## src/rtl/mdm_pkg.sv

```systemverilog
`default_nettype none

package mdm_pkg;

  typedef enum logic [1:0] {
    FUNC_READ  = 2'd0,
    FUNC_WRITE = 2'd1,
    FUNC_TICK  = 2'd2,
    FUNC_NOP   = 2'd3
  } func_t;

  typedef enum logic [2:0] {
    REG_SETUP   = 3'd0,
    REG_CONTROL = 3'd1,
    REG_WDATA   = 3'd2,
    REG_RDATA   = 3'd3,
    REG_STATUS  = 3'd4,
    REG_PENDING = 3'd5,
    REG_ENABLE  = 3'd6,
    REG_CLEAR   = 3'd7
  } reg_idx_t;

  localparam logic [1:0] OP_READ      = 2'b10;
  localparam logic [1:0] TA_WRITE     = 2'b10;
  localparam int         INITIATE_BIT = 11;
  localparam int         EN_BIT       = 6;
  // MDIO is released for the turnaround and data bits of a read frame
  localparam logic [5:0] RD_RELEASE   = 6'd18;
  localparam logic [5:0] DATA_BITS    = 6'd16;

  typedef struct packed {
    logic [31:0] read_data;
    logic        mdc_level;
    logic        mdio_out;
    logic        mdio_drive;
    logic        irq_line;
    logic        ready_flag;
  } res_t;

endpackage

`default_nettype wire

```

## src/rtl/mdm_in_if.sv

```systemverilog
`default_nettype none

interface mdm_in_if;
  logic        valid;
  logic        ready;
  logic [1:0]  func;
  logic [2:0]  reg_index;
  logic [31:0] write_data;
  logic        mdio_in;

  modport source (output valid, func, reg_index, write_data, mdio_in, input ready);
  modport sink   (input valid, func, reg_index, write_data, mdio_in, output ready);
endinterface

`default_nettype wire

```

## src/rtl/mdm_out_if.sv

```systemverilog
`default_nettype none

interface mdm_out_if;
  logic        valid;
  logic        ready;
  logic [31:0] read_data;
  logic        mdc_level;
  logic        mdio_out;
  logic        mdio_drive;
  logic        irq_line;
  logic        ready_flag;

  modport source (output valid, read_data, mdc_level, mdio_out, mdio_drive, irq_line,
                  ready_flag, input ready);
  modport sink   (input valid, read_data, mdc_level, mdio_out, mdio_drive, irq_line,
                  ready_flag, output ready);
endinterface

`default_nettype wire

```

## src/rtl/mdio_master_registers_core.sv

```systemverilog
// channel   direction  beat contents
// in_bus    sink       func, reg_index, write_data, mdio_in
// out_bus   source     read_data, mdc_level, mdio_out, mdio_drive, irq_line, ready_flag
// cfg (APB) slave      MDC divider at 0x0, interface enable at 0x4
//
// One input beat per cycle while in_bus.ready is high; each gives one result beat.
// The result register plus a one-entry skid buffer keep in_bus.ready high
// until two results are waiting on a stalled out_bus.
// rst_n is synchronous: idle bus, MDC low, registers zero bar the result data.
`default_nettype none

module mdio_master_registers_core #(
  parameter int PREAMBLE_BITS = 32
) (
  input  wire logic        clk,
  input  wire logic        rst_n,
  mdm_in_if.sink           in_bus,
  mdm_out_if.source        out_bus,
  input  wire logic        psel,
  input  wire logic        penable,
  input  wire logic        pwrite,
  input  wire logic [2:0]  paddr,
  input  wire logic [31:0] pwdata,
  output logic [31:0]      prdata,
  output logic             pready
);

  localparam logic [63:0] PRE_MASK  = ((64'd1 << PREAMBLE_BITS) - 64'd1) << 32;
  localparam logic [6:0]  FRAME_LEN = 7'(PREAMBLE_BITS + 32);

  logic [5:0]  div_r,   div_nxt;
  logic        en_r,    en_nxt;
  logic [4:0]  pa_r,    pa_nxt;
  logic [4:0]  ra_r,    ra_nxt;
  logic [1:0]  op_r,    op_nxt;
  logic [15:0] ww_r,    ww_nxt;
  logic [15:0] rw_r,    rw_nxt;
  logic [63:0] frame_r, frame_nxt;
  logic [6:0]  bit_r,   bit_nxt;
  logic [6:0]  tick_r,  tick_nxt;
  logic        mdc_r,   mdc_nxt;
  logic        busy_r,  busy_nxt;
  logic        stat_r,  stat_nxt;
  logic        ien_r,   ien_nxt;

  mdm_pkg::res_t out_r, skid_r, res;
  logic          out_valid_r, skid_valid_r;

  logic          acc, take, cfg_wr;
  mdm_pkg::func_t    func;
  mdm_pkg::reg_idx_t ridx;
  logic [31:0]   wdat;
  logic          rdy_cur;
  logic [6:0]    bc_m1, bcn_m1, tick_inc;
  logic [5:0]    cur_idx, nxt_idx;
  logic          drv;
  logic [31:0]   rd;

  assign acc    = in_bus.valid && in_bus.ready;
  assign take   = out_valid_r && out_bus.ready;
  assign cfg_wr = psel && penable && pwrite && pready;
  assign func   = mdm_pkg::func_t'(in_bus.func);
  assign ridx   = mdm_pkg::reg_idx_t'(in_bus.reg_index);
  assign wdat   = in_bus.write_data;

  assign rdy_cur  = en_r && (div_r != 6'd0) && !busy_r;
  assign bc_m1    = bit_r - 7'd1;
  assign cur_idx  = bc_m1[5:0];
  assign tick_inc = tick_r + 7'd1;

  always_comb begin
    unique case (ridx)
      mdm_pkg::REG_SETUP:   rd = {25'd0, en_r, div_r};
      mdm_pkg::REG_CONTROL: rd = {3'd0, pa_r, 3'd0, ra_r, 8'd0, rdy_cur, 7'd0};
      mdm_pkg::REG_WDATA:   rd = {16'd0, ww_r};
      mdm_pkg::REG_RDATA:   rd = {15'd0, rdy_cur, rw_r};
      mdm_pkg::REG_STATUS:  rd = {31'd0, stat_r};
      mdm_pkg::REG_PENDING: rd = {31'd0, stat_r & ien_r};
      mdm_pkg::REG_ENABLE:  rd = {31'd0, ien_r};
      mdm_pkg::REG_CLEAR:   rd = 32'd0;
    endcase
  end

  always_comb begin
    div_nxt   = div_r;
    en_nxt    = en_r;
    pa_nxt    = pa_r;
    ra_nxt    = ra_r;
    op_nxt    = op_r;
    ww_nxt    = ww_r;
    rw_nxt    = rw_r;
    frame_nxt = frame_r;
    bit_nxt   = bit_r;
    tick_nxt  = tick_r;
    mdc_nxt   = mdc_r;
    busy_nxt  = busy_r;
    stat_nxt  = stat_r;
    ien_nxt   = ien_r;

    if (acc) begin
      case (func)
        mdm_pkg::FUNC_WRITE: begin
          unique case (ridx)
            mdm_pkg::REG_SETUP: begin
              div_nxt = wdat[5:0];
              en_nxt  = wdat[mdm_pkg::EN_BIT];
            end
            mdm_pkg::REG_CONTROL: begin
              if (!busy_r) begin
                op_nxt = wdat[15:14];
                ra_nxt = wdat[20:16];
                pa_nxt = wdat[28:24];
                if (wdat[mdm_pkg::INITIATE_BIT] && rdy_cur) begin
                  frame_nxt = PRE_MASK | {33'd0, 1'b1, wdat[15:14], wdat[28:24],
                    wdat[20:16],
                    (wdat[15:14] == mdm_pkg::OP_READ) ? 2'b00 : mdm_pkg::TA_WRITE,
                    (wdat[15:14] == mdm_pkg::OP_READ) ? 16'd0 : ww_r};
                  bit_nxt  = FRAME_LEN;
                  tick_nxt = 7'd0;
                  mdc_nxt  = 1'b0;
                  busy_nxt = 1'b1;
                end
              end
            end
            mdm_pkg::REG_WDATA:  ww_nxt   = wdat[15:0];
            mdm_pkg::REG_STATUS: stat_nxt = wdat[0];
            mdm_pkg::REG_ENABLE: ien_nxt  = wdat[0];
            mdm_pkg::REG_CLEAR:  stat_nxt = stat_r & ~wdat[0];
            default: ;
          endcase
        end
        mdm_pkg::FUNC_TICK: begin
          if (busy_r) begin
            if (!en_r || div_r == 6'd0) begin
              // abort: MDC low, MDIO released, no status
              busy_nxt = 1'b0;
              mdc_nxt  = 1'b0;
              tick_nxt = 7'd0;
              bit_nxt  = 7'd0;
            end else begin
              tick_nxt = tick_inc;
              if (!mdc_r) begin
                if (tick_inc >= {1'b0, div_r} + 7'd1) begin
                  mdc_nxt  = 1'b1;
                  tick_nxt = 7'd0;
                  if (op_r == mdm_pkg::OP_READ && cur_idx < mdm_pkg::DATA_BITS)
                    frame_nxt[cur_idx] = in_bus.mdio_in;
                end
              end else if (tick_inc >= {1'b0, div_r}) begin
                mdc_nxt  = 1'b0;
                tick_nxt = 7'd0;
                bit_nxt  = bc_m1;
                if (bc_m1 == 7'd0) begin
                  busy_nxt = 1'b0;
                  stat_nxt = 1'b1;
                  if (op_r == mdm_pkg::OP_READ) rw_nxt = frame_r[15:0];
                end
              end
            end
          end
        end
        default: ;
      endcase
    end
  end

  assign bcn_m1  = bit_nxt - 7'd1;
  assign nxt_idx = bcn_m1[5:0];
  assign drv = busy_nxt && (bit_nxt != 7'd0) &&
               !(op_nxt == mdm_pkg::OP_READ && nxt_idx < mdm_pkg::RD_RELEASE);

  always_comb begin
    res.read_data  = (func == mdm_pkg::FUNC_READ) ? rd : 32'd0;
    res.mdc_level  = mdc_nxt;
    res.mdio_drive = drv;
    res.mdio_out   = drv & frame_nxt[nxt_idx];
    res.irq_line   = stat_nxt & ien_nxt;
    res.ready_flag = en_nxt && (div_nxt != 6'd0) && !busy_nxt;
  end

  always_ff @(posedge clk) begin
    if (!rst_n) begin
      div_r  <= 6'd0;
      en_r   <= 1'b0;
      pa_r   <= 5'd0;
      ra_r   <= 5'd0;
      op_r   <= 2'd0;
      ww_r   <= 16'd0;
      rw_r   <= 16'd0;
      frame_r <= 64'd0;
      bit_r  <= 7'd0;
      tick_r <= 7'd0;
      mdc_r  <= 1'b0;
      busy_r <= 1'b0;
      stat_r <= 1'b0;
      ien_r  <= 1'b0;
    end else begin
      div_r  <= div_nxt;
      en_r   <= en_nxt;
      pa_r   <= pa_nxt;
      ra_r   <= ra_nxt;
      op_r   <= op_nxt;
      ww_r   <= ww_nxt;
      rw_r   <= rw_nxt;
      frame_r <= frame_nxt;
      bit_r  <= bit_nxt;
      tick_r <= tick_nxt;
      mdc_r  <= mdc_nxt;
      busy_r <= busy_nxt;
      stat_r <= stat_nxt;
      ien_r  <= ien_nxt;
      if (cfg_wr) begin
        if (!paddr[2]) div_r <= pwdata[5:0];
        else           en_r  <= pwdata[0];
      end
    end
  end

  // result register with one skid entry behind it
  always_ff @(posedge clk) begin
    if (!rst_n) begin
      out_valid_r  <= 1'b0;
      skid_valid_r <= 1'b0;
    end else if (take || !out_valid_r) begin
      if (skid_valid_r) begin
        out_valid_r  <= 1'b1;
        skid_valid_r <= 1'b0;
      end else begin
        out_valid_r <= acc;
      end
    end else if (acc) begin
      skid_valid_r <= 1'b1;
    end
  end

  always_ff @(posedge clk) begin
    if (take || !out_valid_r) begin
      if (skid_valid_r) out_r <= skid_r;
      else if (acc)     out_r <= res;
    end else if (acc) begin
      skid_r <= res;
    end
  end

  assign in_bus.ready       = !skid_valid_r;
  assign out_bus.valid      = out_valid_r;
  assign out_bus.read_data  = out_r.read_data;
  assign out_bus.mdc_level  = out_r.mdc_level;
  assign out_bus.mdio_out   = out_r.mdio_out;
  assign out_bus.mdio_drive = out_r.mdio_drive;
  assign out_bus.irq_line   = out_r.irq_line;
  assign out_bus.ready_flag = out_r.ready_flag;

  assign pready = 1'b1;
  assign prdata = paddr[2] ? {31'd0, en_r} : {26'd0, div_r};

`ifndef ASSERT_OFF
  a_busy_count: assert property (@(posedge clk) disable iff (!rst_n)
    busy_r == (bit_r != 7'd0))
    else $error("busy flag and bit count disagree");

  a_idle_mdc: assert property (@(posedge clk) disable iff (!rst_n)
    !busy_r |-> (!mdc_r && tick_r == 7'd0))
    else $error("MDC not parked low while idle");

  a_skid_order: assert property (@(posedge clk) disable iff (!rst_n)
    skid_valid_r |-> out_valid_r)
    else $error("skid entry held with empty result register");

  a_frame_start: assert property (@(posedge clk) disable iff (!rst_n)
    (!busy_r && busy_nxt) |=> (bit_r == FRAME_LEN && !mdc_r))
    else $error("frame started with wrong bit count");
`endif

endmodule

`default_nettype wire

```

## src/flat_wrapper.sv

```systemverilog
// flat-port wrapper written by rule: the top's interface ports become plain ports
module mdio_master_registers_core_flat 
#(
  parameter int PREAMBLE_BITS = 32
)
  (clk, rst_n, psel, penable, pwrite, paddr, pwdata, prdata, pready, in_bus_valid, in_bus_func, in_bus_reg_index, in_bus_write_data, in_bus_mdio_in, in_bus_ready, out_bus_valid, out_bus_read_data, out_bus_mdc_level, out_bus_mdio_out, out_bus_mdio_drive, out_bus_irq_line, out_bus_ready_flag, out_bus_ready);
  mdm_in_if in_bus_i ();
  mdm_out_if out_bus_i ();
  input  wire logic clk;
  input  wire logic rst_n;
  input  wire logic psel;
  input  wire logic penable;
  input  wire logic pwrite;
  input  wire logic [2:0] paddr;
  input  wire logic [31:0] pwdata;
  output logic [31:0] prdata;
  output logic pready;
  input wire logic [$bits(in_bus_i.valid)-1:0] in_bus_valid;
  input wire logic [$bits(in_bus_i.func)-1:0] in_bus_func;
  input wire logic [$bits(in_bus_i.reg_index)-1:0] in_bus_reg_index;
  input wire logic [$bits(in_bus_i.write_data)-1:0] in_bus_write_data;
  input wire logic [$bits(in_bus_i.mdio_in)-1:0] in_bus_mdio_in;
  output wire logic [$bits(in_bus_i.ready)-1:0] in_bus_ready;
  output wire logic [$bits(out_bus_i.valid)-1:0] out_bus_valid;
  output wire logic [$bits(out_bus_i.read_data)-1:0] out_bus_read_data;
  output wire logic [$bits(out_bus_i.mdc_level)-1:0] out_bus_mdc_level;
  output wire logic [$bits(out_bus_i.mdio_out)-1:0] out_bus_mdio_out;
  output wire logic [$bits(out_bus_i.mdio_drive)-1:0] out_bus_mdio_drive;
  output wire logic [$bits(out_bus_i.irq_line)-1:0] out_bus_irq_line;
  output wire logic [$bits(out_bus_i.ready_flag)-1:0] out_bus_ready_flag;
  input wire logic [$bits(out_bus_i.ready)-1:0] out_bus_ready;
  assign in_bus_i.valid = in_bus_valid;
  assign in_bus_i.func = in_bus_func;
  assign in_bus_i.reg_index = in_bus_reg_index;
  assign in_bus_i.write_data = in_bus_write_data;
  assign in_bus_i.mdio_in = in_bus_mdio_in;
  assign in_bus_ready = in_bus_i.ready;
  assign out_bus_valid = out_bus_i.valid;
  assign out_bus_read_data = out_bus_i.read_data;
  assign out_bus_mdc_level = out_bus_i.mdc_level;
  assign out_bus_mdio_out = out_bus_i.mdio_out;
  assign out_bus_mdio_drive = out_bus_i.mdio_drive;
  assign out_bus_irq_line = out_bus_i.irq_line;
  assign out_bus_ready_flag = out_bus_i.ready_flag;
  assign out_bus_i.ready = out_bus_ready;
  mdio_master_registers_core #(.PREAMBLE_BITS(PREAMBLE_BITS)) u_core (.clk(clk), .rst_n(rst_n), .in_bus(in_bus_i), .out_bus(out_bus_i), .psel(psel), .penable(penable), .pwrite(pwrite), .paddr(paddr), .pwdata(pwdata), .prdata(prdata), .pready(pready));
endmodule
```

## config.mk

```make
export PLATFORM = sky130hd
export DESIGN_NAME = mdio_master_registers_core_flat
export DESIGN_NICKNAME = d
export VERILOG_FILES = /design/src/rtl/mdm_pkg.sv /design/src/rtl/mdm_in_if.sv /design/src/rtl/mdm_out_if.sv /design/src/rtl/mdio_master_registers_core.sv /design/src/flat_wrapper.sv
export SDC_FILE = /design/constraint.sdc
export NUM_CORES = 1
export LEC_CHECK = 0
export ABC_CLOCK_PERIOD_IN_PS = 4600
export BUFFER_PORTS_ARGS = -buffer_cell sky130_fd_sc_hd__buf_2
export CORE_UTILIZATION = 52
export DETAILED_ROUTE_END_ITERATION = 10
export PLACE_DENSITY = 0.79
export SETUP_SLACK_MARGIN = 0.02
export SYNTH_ARGS = -nofsm -noshare
export SYNTH_HDL_FRONTEND = slang
export SYNTH_SLANG_ARGS = --single-unit
```

## constraint.sdc

```tcl
create_clock -name clk -period 4.6 [get_ports clk]
set_input_delay 0.46 -clock clk [delete_from_list [all_inputs] [get_ports clk]]
set_output_delay 0.46 -clock clk [all_outputs]
set_load 0.03 [all_outputs]
```

* Word level (Yosys, flattened, before mapping)
Cells that the tools add are included.
** Cells by class
- Order comparisons :: 7
- Equal/unequal tests :: 16
- $add $sub $neg :: 4
- Bitwise gates (word level) :: 9
- Reduce and logical (&&, ||, !) cells :: 38
- Multiplexer cells :: 86
** Operator list (count)
- $mux W64 :: 9
- $pmux W32 S8 :: 1
- $pmux W64 S2 :: 1
- $mux W7 :: 16
- $mux W37 :: 2
- $bwmux W64 :: 1
- $mux W6 :: 6
- $mux W1 :: 35
- $mux W32 :: 1
- $pmux W7 S2 :: 2
- $mux W16 :: 1
- $logic_and A1 B1 Y1 :: 14
- $lt A6 B7 Y1 const B :: 2
- $eq A3 B3 Y1 const B :: 4
- $lt A6 B5 Y1 const B :: 2
- $reduce_bool A6 Y1 :: 2
- $mux W2 :: 5
- $eq A2 B2 Y1 const B :: 4
- $pmux W1 S2 :: 4
- $reduce_and A8 Y1 :: 1
- $add A6 B1 Y7 const B :: 1
- $add A7 B1 Y7 const B :: 1
- $ge A7 B6 Y1 :: 1
- $ge A7 B7 Y1 :: 1
- other kinds (25) :: 43
** Word-level totals
- Bits of input ports :: 80
- Register bits :: 209
- Output and inout port bits :: 72

* Depth between registers and ports, before layout
- Depth in word-level cells :: 18
- Mapped depth :: 20
- Gate-level depth less buffers :: 18

* Least setup slack after synthesis
OpenSTA, ideal clock, no wires.
- Path kind :: register to register
- From :: register u_core.tick_r[0]
- To :: register u_core.out_r (netlist bit u_core.out_bus.mdio_out), data pin
- Data required time :: 4343 ps
- Setup time :: 257 ps
- Arrival :: 4632 ps
- Stages on the path, launching flop included :: 20
- Path buffers :: 2
- Path slack :: -289 ps
- Path through :: dfxtp_1 -> ha_1 -> nand3_1 -> xnor2_1 -> ha_1 -> a21o_1 -> a21oi_1 -> nand3_1 -> o21ai_1 -> nor4_2 -> a211oi_4 -> buf_6 -> buf_2 -> ha_1 -> mux4_2 -> and3_1 -> a2111oi_0 -> o21ai_0 -> a21o_1 -> a32o_1
** Between the ends
- Cells in the longest elaborated chain, start to end :: 16
** Ends and longest elaborated chain
- start: declaration :: RTL line mdio_master_registers_core.sv:40 : logic [6:0] tick_r, tick_nxt;
- start signal: assignment :: RTL line mdio_master_registers_core.sv:207 : tick_r <= tick_nxt;
- $add A7 B1 Y7 (*) :: RTL line mdio_master_registers_core.sv:69 : assign tick_inc = tick_r + 7'd1;
- parallel branches: the longest is 12 deep, another holds $ge A7 B6 Y1
- $and A1 B1 Y1 (*) :: RTL line mdio_master_registers_core.sv:176 : res.mdio_out = drv & frame_nxt[nxt_idx];
- $mux W37 (*) :: RTL line mdio_master_registers_core.sv:239 : else if (acc) out_r <= res;
- $mux W37 (*) :: RTL line mdio_master_registers_core.sv:238 : if (skid_valid_r) out_r <= skid_r;
- end signal: assignment :: RTL line mdio_master_registers_core.sv:238
- end signal: assignment :: RTL line mdio_master_registers_core.sv:239
- end: declaration :: RTL line mdio_master_registers_core.sv:46 : mdm_pkg::res_t out_r, skid_r, res;
Mark *: on every way between the ends. The select of a mux whose other input is x is not followed.
A chain may end at the register's enable or synchronous reset.

* Worst setup path in the final report
- From :: register u_core.tick_r[1]
- To :: register u_core.out_r (netlist bit u_core.out_bus.mdio_out), data pin
Same word-level chain as after synthesis.

==> implementation parameters <==
Parameter                              Value

Synthesis
  Share of async-settable or async-resettable flops after synthesis ... 0%
  Most used DFF post-synth ... sky130_fd_sc_hd__dfxtp_1
  Netlist area before placement ... 9971 sq um
  Seq/Total Area, Yosys ... 45.78%
  Number of unique standard cell types used by synthesis ... 77
  Mean Syn Cell Area ... 9.215 sq um
  Number of flops mapped to enable cells by yosys ... 62
  #FFs+latches synth ... 197
  Count of warnings emitted by yosys ... 0
  Gate count after technology mapping ... 1082

Hold path
  Tightest Hold Check Type ... in2reg
  Hold Crit Start ... in_bus_write_data[9]

Drt
  Routed vias ... 8196
  Residual antenna-violating net count after detailed routing ... 0
  Via/cell ratio ... just under 6
  Number of design-rule violations left by the first detailed-router iteration ... 737
  First-pass iteration count of the detailed router ... 6
  Total length of routed wires ... 23940 um
  Routed wirelength normalized by instance count ... between 15 and 20 um
  DRC viols ... 0

Die
  Effective utilization at floorplan ... between 50% and 60%
  Total I/O pin count ... 152
  Core Region ... between 15000 and 20000 sq um
  Cell Rows ... 50
  Height of the chip ... 140.5 um
  Overall die width ... 140.5 um
  DIE AREA ... approximately 20000 sq um

STA
  Fmax ... 0.2288 GHz
  Share of the clock period used by the worst path ... 95.00%
  Final Hold Vio Count ... 0
  Slew at the pin closest to its max-slew limit ... 1.020 ns
  Worst-case setup margin in the final layout ... 0.2301 ns
  Number of pins with negative max-slew slack in the final report ... 0
  Slew Limit Headroom ... 31.45%
  Tmin final ... 4.370 ns
  Max Clock Skew ... ~0.012 ns
  Number of failing setup endpoints in the final timing report ... 0

Global routing
  Antenna violations before repair ... 1
  Total global-route track usage ... 24.45%
  Global route total overflow ... 0
  Global-route wire length before repair ... 37980 um
  Via count of the first global-routing pass ... 7432
  Maximum number of pins on one net before global-route repair ... between 60 and 70

Placement
  Number of buffer cells added on primary ports ... 84
  Minimum setup slack after placement ... around 0.12 ns
  Final weighted congestion in routability-driven placement ... 0.9170
  Placed wire-length estimate after detailed placement ... 17200 um
  Area post-placement ... ~11000 sq um
  Number of placed cells counting well taps ... 1377

Setup path
  Origin of the worst setup path ... u_core.tick_r[1]
  Cell occurring most often along the worst timing path ... sky130_fd_sc_hd__a21o_1
  Crit start category ... flip-flop
  Max Fanout on Critical Path ... 4
  Cell at the slowest stage of the critical path ... sky130_fd_sc_hd__mux4_2
  Reg-to-Reg Start ... u_core.tick_r[1]
  Delay of the slowest critical-path stage ... 0.48 ns
  CP Data Arrival Time ... 4.56 ns
  Critical path type ... reg2reg
  CP Capture Type ... flip-flop
  Cell-by-cell listing of the critical path ... ha_2, nand3_2, xnor2_2, ha_1, a21o_1, a21oi_2, nand3_1, o221a_4, buf_4, nor3_4, a211oi_4, ha_4, mux4_2, and3_1, a2111oi_2, o21ai_1, a21o_1, a32o_1
  CP required ... approximately 4.8 ns

CTS
  CTS clock-pin slew for the worst setup and hold paths ... 0.07 ns
  CTS buffer count ... 17
  Clock Tree Root ... sky130_fd_sc_hd__clkbuf_16
  TritonCTS Sinks ... 197
  CTS HTree Levels ... 4
  Bufs on Longest Clock Path ... 2
  Source-to-sink clock delay at the later pin of the worst-skew pair ... 0.44 ns
  CTS tree ... yes
  Quantity of hold-fixing buffers added after cts ... 0

Pwr
  Static power due to leakage ... about 0.0046 uW
  PD cells ... about 310 nW/um^2
  Total power draw ... 3530 uW
  Maximum resistive drop on vdd ... 0.0001690 V

Outcome
  Outcome ... complete, no violations

Layout
  Area overhead of the layout relative to synthesis ... 13.50%
  Design Area, Final ... about 11000 sq um
  Share of layout cells above drive strength 1 ... 18.35%
  Number of cells in the finished layout apart from fillers ... 1412
  # nets final ... 1267

Job
  Max-capacitance violation count ... 0
==> worst paths after layout <==
check / cells after the start / end / slack [ns]
worst max-delay path: 18 / u_core.out_bus.mdio_out / 0.23
worst min-delay path: 3 / u_core.ww_r[9] / 0.26
worst max register to register: 18 / u_core.out_bus.mdio_out / 0.23
worst min register to register: 2 / u_core.frame_r[41] / 0.46
==> report_power, final <==
group | total (uW) | internal, uW | switching (uW)
Sequential | 1820 | 1810 | 10.1
Combinational | 287 | 72.2 | 215
Clock | 1420 | 724 | 694
==> final cells by class <==
class                   count  area (sq um)
clock inverters            14         120.1
inverters                  23         87.58
repair buffers            127         743.2
flip-flops and latches    197          4568
well taps                 234         292.8
multi-input cells         798          5064
fillers                  1583          7451
clock buffers              18         439.2
diodes                      1         2.502
==> logic make-up (layout without fill, tap and decap cells) <==
| logic type | after synthesis | count (layout) | synth area share [%] |
|---|---|---|---|
| AOI/OAI and AO/OA | 240 | 240 | 16.49 |
| xor gates and xnor gates | 15 | 15 | 1.393 |
| adders and majority gates | 23 | 23 | 2.886 |
| buffers and inverters | 118 | 182 | 5.823 |
| DFF | 197 | 197 | 45.78 |
| muxes | 87 | 87 | 9.424 |
| other | 2 | 34 | 0.07532 |
| and+or+nand+nor | 400 | 400 | 18.13 |
==> Yosys cell counts (6+ instances only) <==
| master | n | area (sq um) |
|---|---|---|
| sky130_fd_sc_hd__mux2_2 | 15 | 168.9 |
| sky130_fd_sc_hd__buf_1 | 7 | 26.28 |
| sky130_fd_sc_hd__dfxtp_1 | 135 | 2703 |
| sky130_fd_sc_hd__inv_1 | 21 | 78.83 |
| sky130_fd_sc_hd__edfxtp_1 | 62 | 1862 |
| sky130_fd_sc_hd__nor4_1 | 6 | 37.54 |
| sky130_fd_sc_hd__o221ai_1 | 12 | 105.1 |
| sky130_fd_sc_hd__a311oi_1 | 9 | 78.83 |
| sky130_fd_sc_hd__a21o_1 | 12 | 90.09 |
| sky130_fd_sc_hd__a221oi_1 | 7 | 61.31 |
| sky130_fd_sc_hd__a31oi_1 | 6 | 37.54 |
| sky130_fd_sc_hd__nor3_1 | 12 | 60.06 |
| sky130_fd_sc_hd__a22oi_1 | 22 | 165.2 |
| sky130_fd_sc_hd__and3_1 | 10 | 62.56 |
| sky130_fd_sc_hd__ha_1 | 23 | 287.8 |
| sky130_fd_sc_hd__and2_1 | 18 | 112.6 |
| sky130_fd_sc_hd__nand3_1 | 23 | 115.1 |
| sky130_fd_sc_hd__o21ai_0 | 33 | 165.2 |
| sky130_fd_sc_hd__a211oi_1 | 6 | 45.04 |
| sky130_fd_sc_hd__buf_4 | 33 | 247.7 |
| sky130_fd_sc_hd__nor2_1 | 137 | 514.2 |
| sky130_fd_sc_hd__clkbuf_1 | 49 | 183.9 |
| sky130_fd_sc_hd__nand2_1 | 148 | 555.5 |
| sky130_fd_sc_hd__or3_1 | 6 | 37.54 |
| sky130_fd_sc_hd__a21oi_1 | 67 | 335.3 |
| sky130_fd_sc_hd__nand2b_1 | 8 | 50.05 |
| sky130_fd_sc_hd__o31ai_1 | 21 | 157.7 |
| sky130_fd_sc_hd__nand4_1 | 6 | 37.54 |
| sky130_fd_sc_hd__xnor2_1 | 9 | 78.83 |
| sky130_fd_sc_hd__mux2i_1 | 68 | 680.7 |
==> routing by layer <==
layer  wire length [um]  track usage [%]  up-vias  part of all wire, %
li1                   -                -     3973                    -
met1              10600            32.39     3888                   44
met2              11210            39.92      301                   47
met3               1617            4.957       34                  6.8
met4                511            8.238        0                  2.1
met5                  0                0        -                    0
==> cell usage in the layout, fill, tap and decap left out, types with 6 or more instances in the layout <==
cell type                   Yosys  final
sky130_fd_sc_hd__a211oi_1       6      6
sky130_fd_sc_hd__ha_1          23     20
sky130_fd_sc_hd__inv_1         21     21
sky130_fd_sc_hd__a311oi_1       9      9
sky130_fd_sc_hd__nor2_1       137    136
sky130_fd_sc_hd__nor3_1        12     10
sky130_fd_sc_hd__xnor2_1        9      7
sky130_fd_sc_hd__a221oi_1       7      7
sky130_fd_sc_hd__o31ai_1       21     21
sky130_fd_sc_hd__nand3_1       23     21
sky130_fd_sc_hd__nand2_1      148    148
sky130_fd_sc_hd__nand4_1        6      6
sky130_fd_sc_hd__buf_2          5     84
sky130_fd_sc_hd__o21ai_0       33     32
sky130_fd_sc_hd__nor4_1         6      6
sky130_fd_sc_hd__mux2i_1       68     68
sky130_fd_sc_hd__conb_1         2     33
sky130_fd_sc_hd__or3_1          6      6
sky130_fd_sc_hd__o221ai_1      12     12
sky130_fd_sc_hd__nand2b_1       8      8
sky130_fd_sc_hd__clkbuf_16      0     17
sky130_fd_sc_hd__a21oi_1       67     66
sky130_fd_sc_hd__and3_1        10     10
sky130_fd_sc_hd__dfxtp_1      135    132
sky130_fd_sc_hd__a21o_1        12     12
sky130_fd_sc_hd__and2_1        18     18
sky130_fd_sc_hd__mux2_2        15     15
sky130_fd_sc_hd__edfxtp_1      62     62
sky130_fd_sc_hd__buf_4         33     43
sky130_fd_sc_hd__a22oi_1       22     22
==> sequential cells by signal, indices dropped and copies added (netlist names), 2 cells and up <==
| signal | cells |
|---|---|
| u_core.ra_r | 5 |
| u_core.tick_r | 7 |
| u_core.pa_r | 5 |
| u_core.skid_r | 31 |
| u_core.bit_r | 7 |
| u_core.rw_r | 16 |
| u_core.out_bus.read_data | 26 |
| u_core.div_r | 6 |
| u_core.ww_r | 16 |
| u_core.op_r | 2 |
| u_core.frame_r | 64 |
==> through the flow <==
stage | TNS (ns) | util (%) | hold slack [ns]
final | 0 | 60.30 | 0.2567
after detailed placement | 0 | 56.86 | 0.4463
after global placement | 0 | 56.86 | 0.4402
after floorplan | 0 | - | 0.4331
after global routing | -0.05334 | 60.29 | 0.2540
after CTS | 0 | 59.84 | 0.2471
==> worst max-delay path: cells and delay by family (launching register included) <==
family	cells	cell delay [ns]
compound gates	8	1.55
fa+ha+maj	3	0.81
simple gates	4	0.61
mux	1	0.48
flops	1	0.36
xor+xnor	1	0.17
buf+inv	1	0.14
==> repair_timing <==
action / in CTS / in global routing
endpoints found under the hold margin: 0 / 0
buffers inserted: 0 / 2
endpoints found under the setup margin: 0 / 2
gates resized for setup: 0 / 15
No activity file was read; power rests on OpenSTA's default activity.
